[config.mk]
export PLATFORM = sky130hd
export DESIGN_NAME = tmhq_ram
export DESIGN_NICKNAME = d
export VERILOG_FILES = /design/src/sv/tmhq_ram.sv
export SDC_FILE = /design/constraint.sdc
export NUM_CORES = 1
export LEC_CHECK = 0
export BUFFER_PORTS_ARGS = -buffer_cell sky130_fd_sc_hd__buf_4
export CAP_MARGIN = 20
export CORE_MARGIN = 2
export CORE_UTILIZATION = 55
export DETAILED_ROUTE_END_ITERATION = 12
export HOLD_SLACK_MARGIN = 0.06
export PLACE_DENSITY = 0.72
export SYNTH_ARGS = -nofsm -noshare
export SYNTH_HDL_FRONTEND = slang
export SYNTH_SLANG_ARGS = --single-unit
[constraint.sdc]
create_clock -name clk -period 3.46 [get_ports clk]
set_input_delay 0.692 -clock clk [delete_from_list [all_inputs] [get_ports clk]]
set_output_delay 0.692 -clock clk [all_outputs]
set_load 0.005 [all_outputs]
[src/sv/tmhq_ram.sv]
// simple dual-port ram: one write port, one registered read port
`default_nettype none
module tmhq_ram #(
  parameter int WIDTH = 8,
  parameter int DEPTH = 64
) (
  input  wire logic                     clk,
  input  wire logic                     we,
  input  wire logic [$clog2(DEPTH)-1:0] waddr,
  input  wire logic [WIDTH-1:0]         wdata,
  input  wire logic [$clog2(DEPTH)-1:0] raddr,
  output      logic [WIDTH-1:0]         rdata
);

  logic [WIDTH-1:0] mem [DEPTH];

  always_ff @(posedge clk) begin
    if (we) begin
      mem[waddr] <= wdata;
    end
    rdata <= mem[raddr];
  end

endmodule
`default_nettype wire

# == Yosys cells after proc, flatten, opt, wreduce, memory -nomap -nowiden ==
# Memories as Yosys holds them, arrays and structs flattened. A register that Yosys moved wholly into a read port is not among the register bits.
# Cells that the tools add are included.
# totals
register_bits,0
mem_bits_rw,512
input_bits,22
output_inout_bits,8
word_cells,3
mem_count,1
# op_classes
n_mux,2
# memory_table
memory,words,width,rd,rd_ports_with_merged_regs,wr,line_no,source
mem,64,8,1,1,1,15,logic [WIDTH-1:0] mem [DEPTH];
# op_table
op,count
1-bit two-way mux,2

# == Depth between registers and ports, before layout ==
# Gate-level depths: netlist of run 1.
# depth
depth_word,2
mapped_depth,9
mapped_depth_nobuf,5

# == Worst setup path after synthesis of run 1 ==
# OpenSTA, ideal clock, no wires.
# synth_path
kind,input to register
start,input port raddr[1]
end,"register rdata[3], read port of mem"
setup_ps,128
t_arrival_ps,2232
t_required_ps,3332
path_slack_ps,1100
cell_stages,7
path_buffers,3
cell_sequence,buf_4 > buf_2 > buf_2 > mux4_2 > mux4_2 > o21ai_1 > o41ai_1
# synth_lines
element,line_no,source
"start, declared",11,"input wire logic [$clog2(DEPTH)-1:0] raddr,"
"end, declared",12,output logic [WIDTH-1:0] rdata

==> results of run 1 <==
==> worst min path at each step <==
stage / startpoint / to / slack [ns] / cells past startpoint
2_1_floorplan: mem[34][0] / rdata[0] / 0.72 / 4
3_3_place_gp: mem[22][2] / rdata[2] / 0.77 / 4
3_5_place_dp: mem[22][2] / rdata[2] / 0.79 / 4
4_1_cts: raddr[5] / rdata[5] / 0.49 / 2
5_1_grt: raddr[5] / rdata[5] / 0.51 / 2
6_report: raddr[5] / rdata[5] / 0.51 / 2
==> layer usage <==
layer,vias to the layer above,global-route usage
met3,71,0.03385
met2,462,0.3634
met1,5228,0.3487
met5,-,0
met4,0,0.06644
li1,4127,-
==> final cells by class <==
cell class | instances | area (sq um)
flip-flops and latches | 520 | 15530
clock inverters | 29 | 254.0
fillers | 2400 | 13500
clock buffers | 63 | 1364
repair buffers | 97 | 797.0
multi-input cells | 369 | 4315
well taps | 468 | 585.6
==> report_power, final <==
part | internal (mW) | switching (mW)
clock | 3.15 | 2.21
sequential | 6.97 | 0.0195
combinational | 0.255 | 0.388
total | 10.4 | 2.61
==> through the flow <==
step / worst slack, ns / std cells
after floorplan: 1.100 / 940
after CTS: 0.8141 / 1546
after global placement: 0.2372 / 1454
after global routing: 0.6998 / 1546
final: 0.8110 / 1546
after detailed placement: 0.2173 / 1454
==> cell usage after synthesis, types with 2 or more instances <==
cell       instances
o221a_2            2
a2111oi_0          2
a21oi_1            3
buf_2             11
o22ai_1            8
o221ai_1           8
a211oi_1           4
buf_1              4
buf_6              4
nor2b_1           14
a221oi_1           6
dfxtp_1            8
o21a_1             2
nor3_1             7
o2bb2ai_1          3
nand2b_1           7
o32ai_1            2
nand2_1           19
o2111ai_1          3
mux2_2            13
nand4_1            2
o21ai_0            2
nor2_1            83
mux2i_1           23
nand3_1           13
o21ai_1            2
nand3b_1           3
buf_4             13
mux4_2           126
a22oi_1            3
nor4_1             2
edfxtp_1         512
buf_12             2
o41ai_1            2
clkbuf_1          17
==> registers in the layout, indices dropped and copies added, names as in the netlist <==
register / flops
rdata: 8
mem: 512
==> cell families (layout without fill, tap and decap cells) <==
family	Yosys count	count (layout)	share of synthesized area
buffers and inverters	51	189	0.01570
AND/OR/NAND/NOR	153	153	0.03387
multiplexers	162	162	0.1594
flip-flops	520	520	0.7703
AO/OA/AOI/OAI	54	54	0.02072
==> worst max-delay path, cell delays in order <==
cell and delay [ns]:
clkbuf_8 0.50, buf_12 0.26, mux4_2 0.56, mux4_2 0.50, o21ai_0 0.39, nand2_1 0.11
==> reports/results.ini, run 1 <==
[detailed_routing]
wl_per_cell_um=27.89
met1_length_um=17920
routed_wl_um=43110
met2_length_um=20900
dr_wl_met3_um=3280
num_vias=9888
route.detailed.drc=0
maxUsedRoutingLayer=met4
antenna_left=0
drt_iter0_markers=995
drt_first_pass_iters=5
via_per_inst=6.396

[worst_hold_path]
hold_path_class=in2reg

[final_layout]
drive_gt1_frac=0.2811
mostFrequentLayoutCell=edfxtp_1
area_growth_syn_to_layout_pct=13.31
diodes=0
nets=1061
fin_util=0.6287
layout_common_cells=512 x edfxtp_1, 126 x mux4_2, 91 x buf_4
design_area_sq_um=22850

[timing]
finalSetupTns_ns=0
skew_ns=0.01809
max_freq_mhz=377.5
slew_headroom=0.4307
min_period_ns=2.649
hold_violations=0
min_period_over_period=0.7656
worst_pin_slew_ns=0.8509
rsz0062_at_grt=false
setup_viol=0
maxSlewViolCount=0
hold_ws_ns=0.5090

[critical_path]
crit_end=rdata[7]
cp_data_required_time_ns=3.90
critPathArrivalTime_ns=3.08
crit_type=in2reg
r2r-end=rdata[4]
path_max_fanout=50
startpoint_type=primary input
reg2reg_depth=5
reg2reg_from=mem[29][4]
cp-startpoint=raddr[0]
ff2ff_setup_slack_ns=1.26
crit_path_end_kind=flip-flop

[floorplan]
die_area_sq_um=38210
rows=70
core_sq_um=36350
initial_core_util=0.5548
die_y_um=195.5
io_pins=30
die_width_um=195.5

[synthesis]
synth_edf_count=512
async_flop_share=0
postSynthAreaPerCell_sq_um=21.45
synthCells=940
synth_largest_area_cell=edfxtp_1
syn_area_sq_um=20170
yosysWarnings=0
synthFlopType=edfxtp_1
synth_top_area_share=0.7624
synth_area_leaders=edfxtp_1 76%, mux4_2 14%, nor2_1 1.5%
syn_nets=962
synth_seq_cells=520
netlist-cell-type-count=40
yosysSeqAreaShare=0.7703

[placed_design]
portBuffers=29
place_area_sq_um=21230
globalplace.congestion=0.8557
hpwl_um=26070

[grt]
grt_pass1_wl_um=64220
grt_pass1_vias=9808
overflow=0
grt_max_degree=65
grt_usage=0.2324
antenna_found_initial=0

[power]
power_mw=12.99
ir_drop_v=0.0003638
power.density_nw_per_um2=568.5
cellLeakagePower_nw=7.258

[clock_tree]
cts_sinks=520
clk_latency_ns=0.57
clock-root-buffer=clkbuf_16
htree_levels=2
hold_buffers=0
post_cts_resize_count=0
clk_pin_slew_ns=0.06
cts_buffers=51
cts_setup_buffers=0
cts_buffer_depth=3
cts_tree=built

[status]
status=finished, final reports clean

[job]
cap_viol_max_count=0

No activity file was read; power rests on OpenSTA's default activity.
==> run 2, diff against run 1 <==
- ABC_AREA: unset -> 1
- PLACE_DENSITY: 0.72 -> 0.75
- clock period: 3.46 -> 2.4 ns (I/O delays scaled with it)
==> run 2 against run 1 <==
Net effect:
- clock skew fell by 0.0052 ns
- clock power rose by 41%
- combinational power rose by 87%
- register-to-register slack got worse by 0.32 ns
- global-route usage rose by 2.7 points
- via count rose by 44%
- critical path type unchanged
- largest power group unchanged
- highest routed layer unchanged
==> reports/results.ini, run 2 <==
[synthesis]
yosysWarnings=0
synth_area_leaders=edfxtp_1 72%, nand2_1 11%, nand3_1 10%
syn_nets=1827
postSynthAreaPerCell_sq_um=11.82
async_flop_share=0
netlist-cell-type-count=16
synth_seq_cells=520
synthFlopType=edfxtp_1
yosysMostFrequentCell=nand2_1
synth_edf_count=512
synthCells=1805
yosysSeqAreaShare=0.7280
syn_area_sq_um=21340
synth.top_cells.by_count=648 x nand2_1, 512 x edfxtp_1, 439 x nand3_1
synth_top_area_share=0.7205
synth_largest_area_cell=edfxtp_1

[final_layout]
area_growth_syn_to_layout_pct=11.81
regMostFlops=mem
mostFrequentLayoutCell=nand2_1
multi_input_area_sq_um=4946
regArea_sq_um=15530
nets=1891
largest_reg_flops=512
diodes=0
fin_cells=2428
drive_gt1_frac=0.1021
reg_top3=mem x512, rdata x8
layout_common_cells=648 x nand2_1, 512 x edfxtp_1, 439 x nand3_1
fillers=2878

[timing]
worst_pin_slew_ns=0.7977
skew_ns=0.01293
maxSlewViolCount=0
rsz0062_at_grt=false
setup_viol=0
hold_violations=0
min_period_over_period=0.7200
finalSetupTns_ns=0
max_freq_mhz=578.7
slew_headroom=0.4682
min_period_ns=1.728

[worst_hold_path]
hold_path_class=in2reg
hold_start=raddr[5]
hold_depth=3

[power]
power.density_nw_per_um2=790.5
power_mw=18.86
p_sw_frac=0.2176
cellLeakagePower_nw=8.707
seq_power_share=0.534
pwr-share-comb=0.064
p_switching_mw=4.105
ir_drop_v=0.0008140
pwr-share-clk=0.402
internal_power_mw=14.76

[placed_design]
globalplace.congestion=0.8633
portBuffers=29
hpwl_um=29790
dp.cells=2336

[floorplan]
die_area_sq_um=40390
die_width_um=201.0
initial_core_util=0.5547
io_pins=30
rows=72
die_y_um=201.0
core_sq_um=38470

[critical_path]
slowest_stage=buf_12
cp-startpoint=raddr[0]
worstSetupPathDepth=11
reg2reg_depth=8
reg2reg_from=mem[11][0]
startpoint_type=primary input
path_buf_inv=3
critPathArrivalTime_ns=2.23
path_max_fanout=94
max_stage_delay_ns=0.35
critPathTopFamily=simple AND/OR/NAND/NOR gates
crit_path_end_kind=flip-flop
crit_type=in2reg
cp_data_required_time_ns=2.91
cp_cell_sequence=buf_6, inv_6, buf_12, nand2_1, nand3_1, nand3_1, nand2_1, nand2_1, nand3_1, nand3_1, nand2_1

[clock_tree]
hold_buffers=0
cts_setup_buffers=0
post_cts_resize_count=0
cts_sinks=520
clk_pin_slew_ns=0.07
htree_levels=2
cts_buffer_depth=3
clk_latency_ns=0.57
cts_buffers=49
clock-root-buffer=clkbuf_16
cts_tree=built

[job]
cap_viol_max_count=0

[detailed_routing]
wl_per_cell_um=21.58
antenna_left=0
drt_first_pass_iters=6
routed_wl_um=52400
num_vias=14290
via_per_inst=5.885
route.detailed.drc=0
drt_iter0_markers=1864

[grt]
grt_pass1_vias=13670
grt_pass1_wl_um=80170
grt_max_degree=102
grt_usage=0.2598
antenna_found_initial=0
overflow=0

[status]
status=finished, final reports clean

[run 2: cell types whose count changed after synthesis, moves of 8 or more]
cell / delta
mux2_2: -13
nand3_1: +426
buf_6: +31
nor2b_1: -14
nand2_1: +629
buf_2: +26
nor2_1: -27
mux2i_1: -23
inv_1: +10
mux4_2: -126
o221ai_1: -8
o22ai_1: -8
[run 2: layout make-up]
type / count / area share
clock buffers: 67 / 0.05685
clock inverters: 25 / 0.009282
inverters: 12 / 0.002203
multi-input cells: 1160 / 0.2073
flip-flops and latches: 520 / 0.6511
well taps: 518 / 0.02716
repair buffers: 126 / 0.04610
[run 2: final timing paths]
check	to	slack, ns
hold / removal	rdata[2]	0.29
setup reg to reg	rdata[0]	0.94
setup / recovery	rdata[0]	0.67
hold reg to reg	rdata[5]	0.81
[run 2: per-stage QoR]
stage          cell area [sq um]  hold WS [ns]  utilization  setup WS [ns]
2_1_floorplan              21340        0.5789            -         0.1539
3_3_place_gp               22280        0.7968       0.5792         0.1917
3_5_place_dp               22280        0.7912       0.5792         0.1648
4_1_cts                    23860        0.2666       0.6203         0.7306
5_1_grt                    23860        0.2872       0.6203         0.6148
6_report                   23860        0.2907       0.6203         0.6720
[run 2: kinds of logic after synthesis]
logic type    share of synthesized area
simple gates                     0.2318
buf+inv                         0.04022
flops                            0.7280
[run 2: power groups by stage]
stage	logic (mW)	registers (mW)	clock network, mW
finish	1.20	10.1	7.58
global placement	1.15	10.3	0
floorplan	0.706	10.3	0
global route	1.30	10.1	7.98
CTS	1.19	10.1	7.67
detailed placement	1.18	10.3	0
[run 2: worst register-to-register path: cells and delay by family (launching register included)]
kind,cells,cell delay [ns]
and+or+nand+nor,8,0.97
DFF,1,0.37
[run 2: routing by layer]
layer | global-route usage | vias up | wire length (um)
met3 | 0.04188 | 131 | 5364
li1 | - | 6475 | -
met4 | 0.1061 | 0 | 1972
met5 | 0 | - | 0
met1 | 0.3610 | 6896 | 20120
met2 | 0.4137 | 786 | 24950
==> run 3, diff against run 2 <==
- ABC_AREA: 1 -> 0
- clock period: 2.4 -> 1.4 ns (I/O delays scaled with it)
==> run 3 against run 2 <==
Net effect:
- the run now ends with negative setup slack left
- critical path depth decreased by 7
- clock-buffer cell count decreased by 5
- cell area increased by 5.4%
- critical endpoint is now rdata[3]
- highest routed layer unchanged
==> reports/results.ini, run 3 (synthesis results as in run 1) <==
[status]
status=complete, but fails checks
violations=negative setup slack

[critical_path]
critPathTopFamily=multiplexers
ff2ff_setup_slack_ns=-0.48
crit_path_end_kind=flip-flop
reg2reg_from=mem[54][3]
crit_type=reg2reg
cp_data_required_time_ns=1.85
cp_cell_sequence=mux4_2, mux4_2, o21ai_4, o41ai_2
path_buf_inv=0
r2r-end=rdata[3]
startpoint_type=flip-flop
path_max_fanout=1
slowest_stage=mux4_2
reg2reg_depth=4
cp_common_cell=mux4_2
critPathArrivalTime_ns=2.33
max_stage_delay_ns=0.56

[timing]
maxSlewViolCount=0
rsz0062_at_grt=true
worst_pin_slew_ns=0.7402
setup_viol=8
min_period_over_period=1.344
max_freq_mhz=531.4
finalSetupTns_ns=-3.152
min_period_ns=1.882
fin_ws_ns=-0.4820
skew_ns=0.01692
hold_violations=0
slew_headroom=0.5065

[placed_design]
dp.cells=1550
portBuffers=29
globalplace.congestion=0.8303
hpwl_um=29340
place_area_sq_um=23290

[floorplan]
die_width_um=195.5
io_pins=30
initial_core_util=0.5548
die_y_um=195.5
rows=70
die_area_sq_um=38210
core_sq_um=36350

[worst_hold_path]
hold_start=wdata[5]
hold_path_class=in2reg
min_to=mem[48][5]
hold_depth=1

[grt]
overflow=0
grt_pass1_wl_um=69520
grt_pass1_vias=10690
antenna_found_initial=1
grt_usage=0.2559
grt_max_degree=65

[final_layout]
regMostFlops=mem
nets=1156
fin_cells=1640
mostFrequentLayoutCell=edfxtp_1
drive_gt1_frac=0.4403
fillers=2144
diodes=0
design_area_sq_um=25150
largest_reg_flops=512
layout_common_cells=512 x edfxtp_1, 126 x mux4_2, 125 x buf_4
reg_top3=mem x512, rdata x8
area_growth_syn_to_layout_pct=24.72

[detailed_routing]
drt_iter0_markers=1293
wl_per_cell_um=28.50
via_per_inst=6.285
route.detailed.drc=0
routed_wl_um=46730
drt_first_pass_iters=5
antenna_left=0
num_vias=10310

[clock_tree]
cts_buffer_depth=3
clock-root-buffer=clkbuf_16
clk_pin_slew_ns=0.06
cts_buffers=50
clk_latency_ns=0.59
cts_tree=built
htree_levels=2
cts_sinks=520

[power]
cellLeakagePower_nw=8.079
ir_drop_v=0.001328
power_mw=32.90
power.density_nw_per_um2=1308

[job]
cap_viol_max_count=0

-- run 3: final cells by class --
type	instances	area, sq um	area share
flip-flops and latches	520	15550	0.6181
multi-input cells	369	5125	0.2038
repair buffers	193	2266	0.09009
clock buffers	62	1318	0.05238
well taps	468	585.6	0.02328
clock inverters	28	310.3	0.01234
-- run 3: stage by stage --
step	hold WS, ns	util	setup WS (ns)
after global placement	0.6426	0.6407	-1.200
after detailed placement	0.6512	0.6407	-1.213
final	0.2470	0.6920	-0.4820
after floorplan	0.3789	-	-0.4285
after global routing	0.2778	0.6920	-0.4944
after CTS	0.2618	0.6905	-0.4724
-- run 3: repair_timing --
item,4_1_cts,5_1_grt
pin swaps,6,3
resized for setup,39,12
hold endpoints to repair,1,0
hold buffers,1,0
setup buffers,0,0
setup endpoints to repair,13,9
gates cloned,0,0
-- run 3: where the power goes --
| group | internal [mW] | switching (mW) | total (mW) |
|---|---|---|---|
| Clock | 7.80 | 5.64 | 13.4 |
| Combinational | 0.965 | 1.19 | 2.15 |
| Sequential | 17.2 | 0.0660 | 17.3 |
-- run 3: routing by layer --
metal  track usage  vias up  share of wire
met3       0.06028       89          0.094
met5             0        -              0
met4       0.09500        0          0.029
li1              -     4330              -
met2        0.4079      495           0.50
met1        0.3505     5393           0.38
-- run 3: worst max-delay path by stage --
stage | from | to | cells after the start
after global routing | mem[54][3] | rdata[3] | 4
after detailed placement | raddr[0] | rdata[7] | 7
after CTS | mem[54][3] | rdata[3] | 5
after global placement | raddr[0] | rdata[7] | 7
after floorplan | raddr[0] | rdata[7] | 7
final | mem[54][3] | rdata[3] | 4
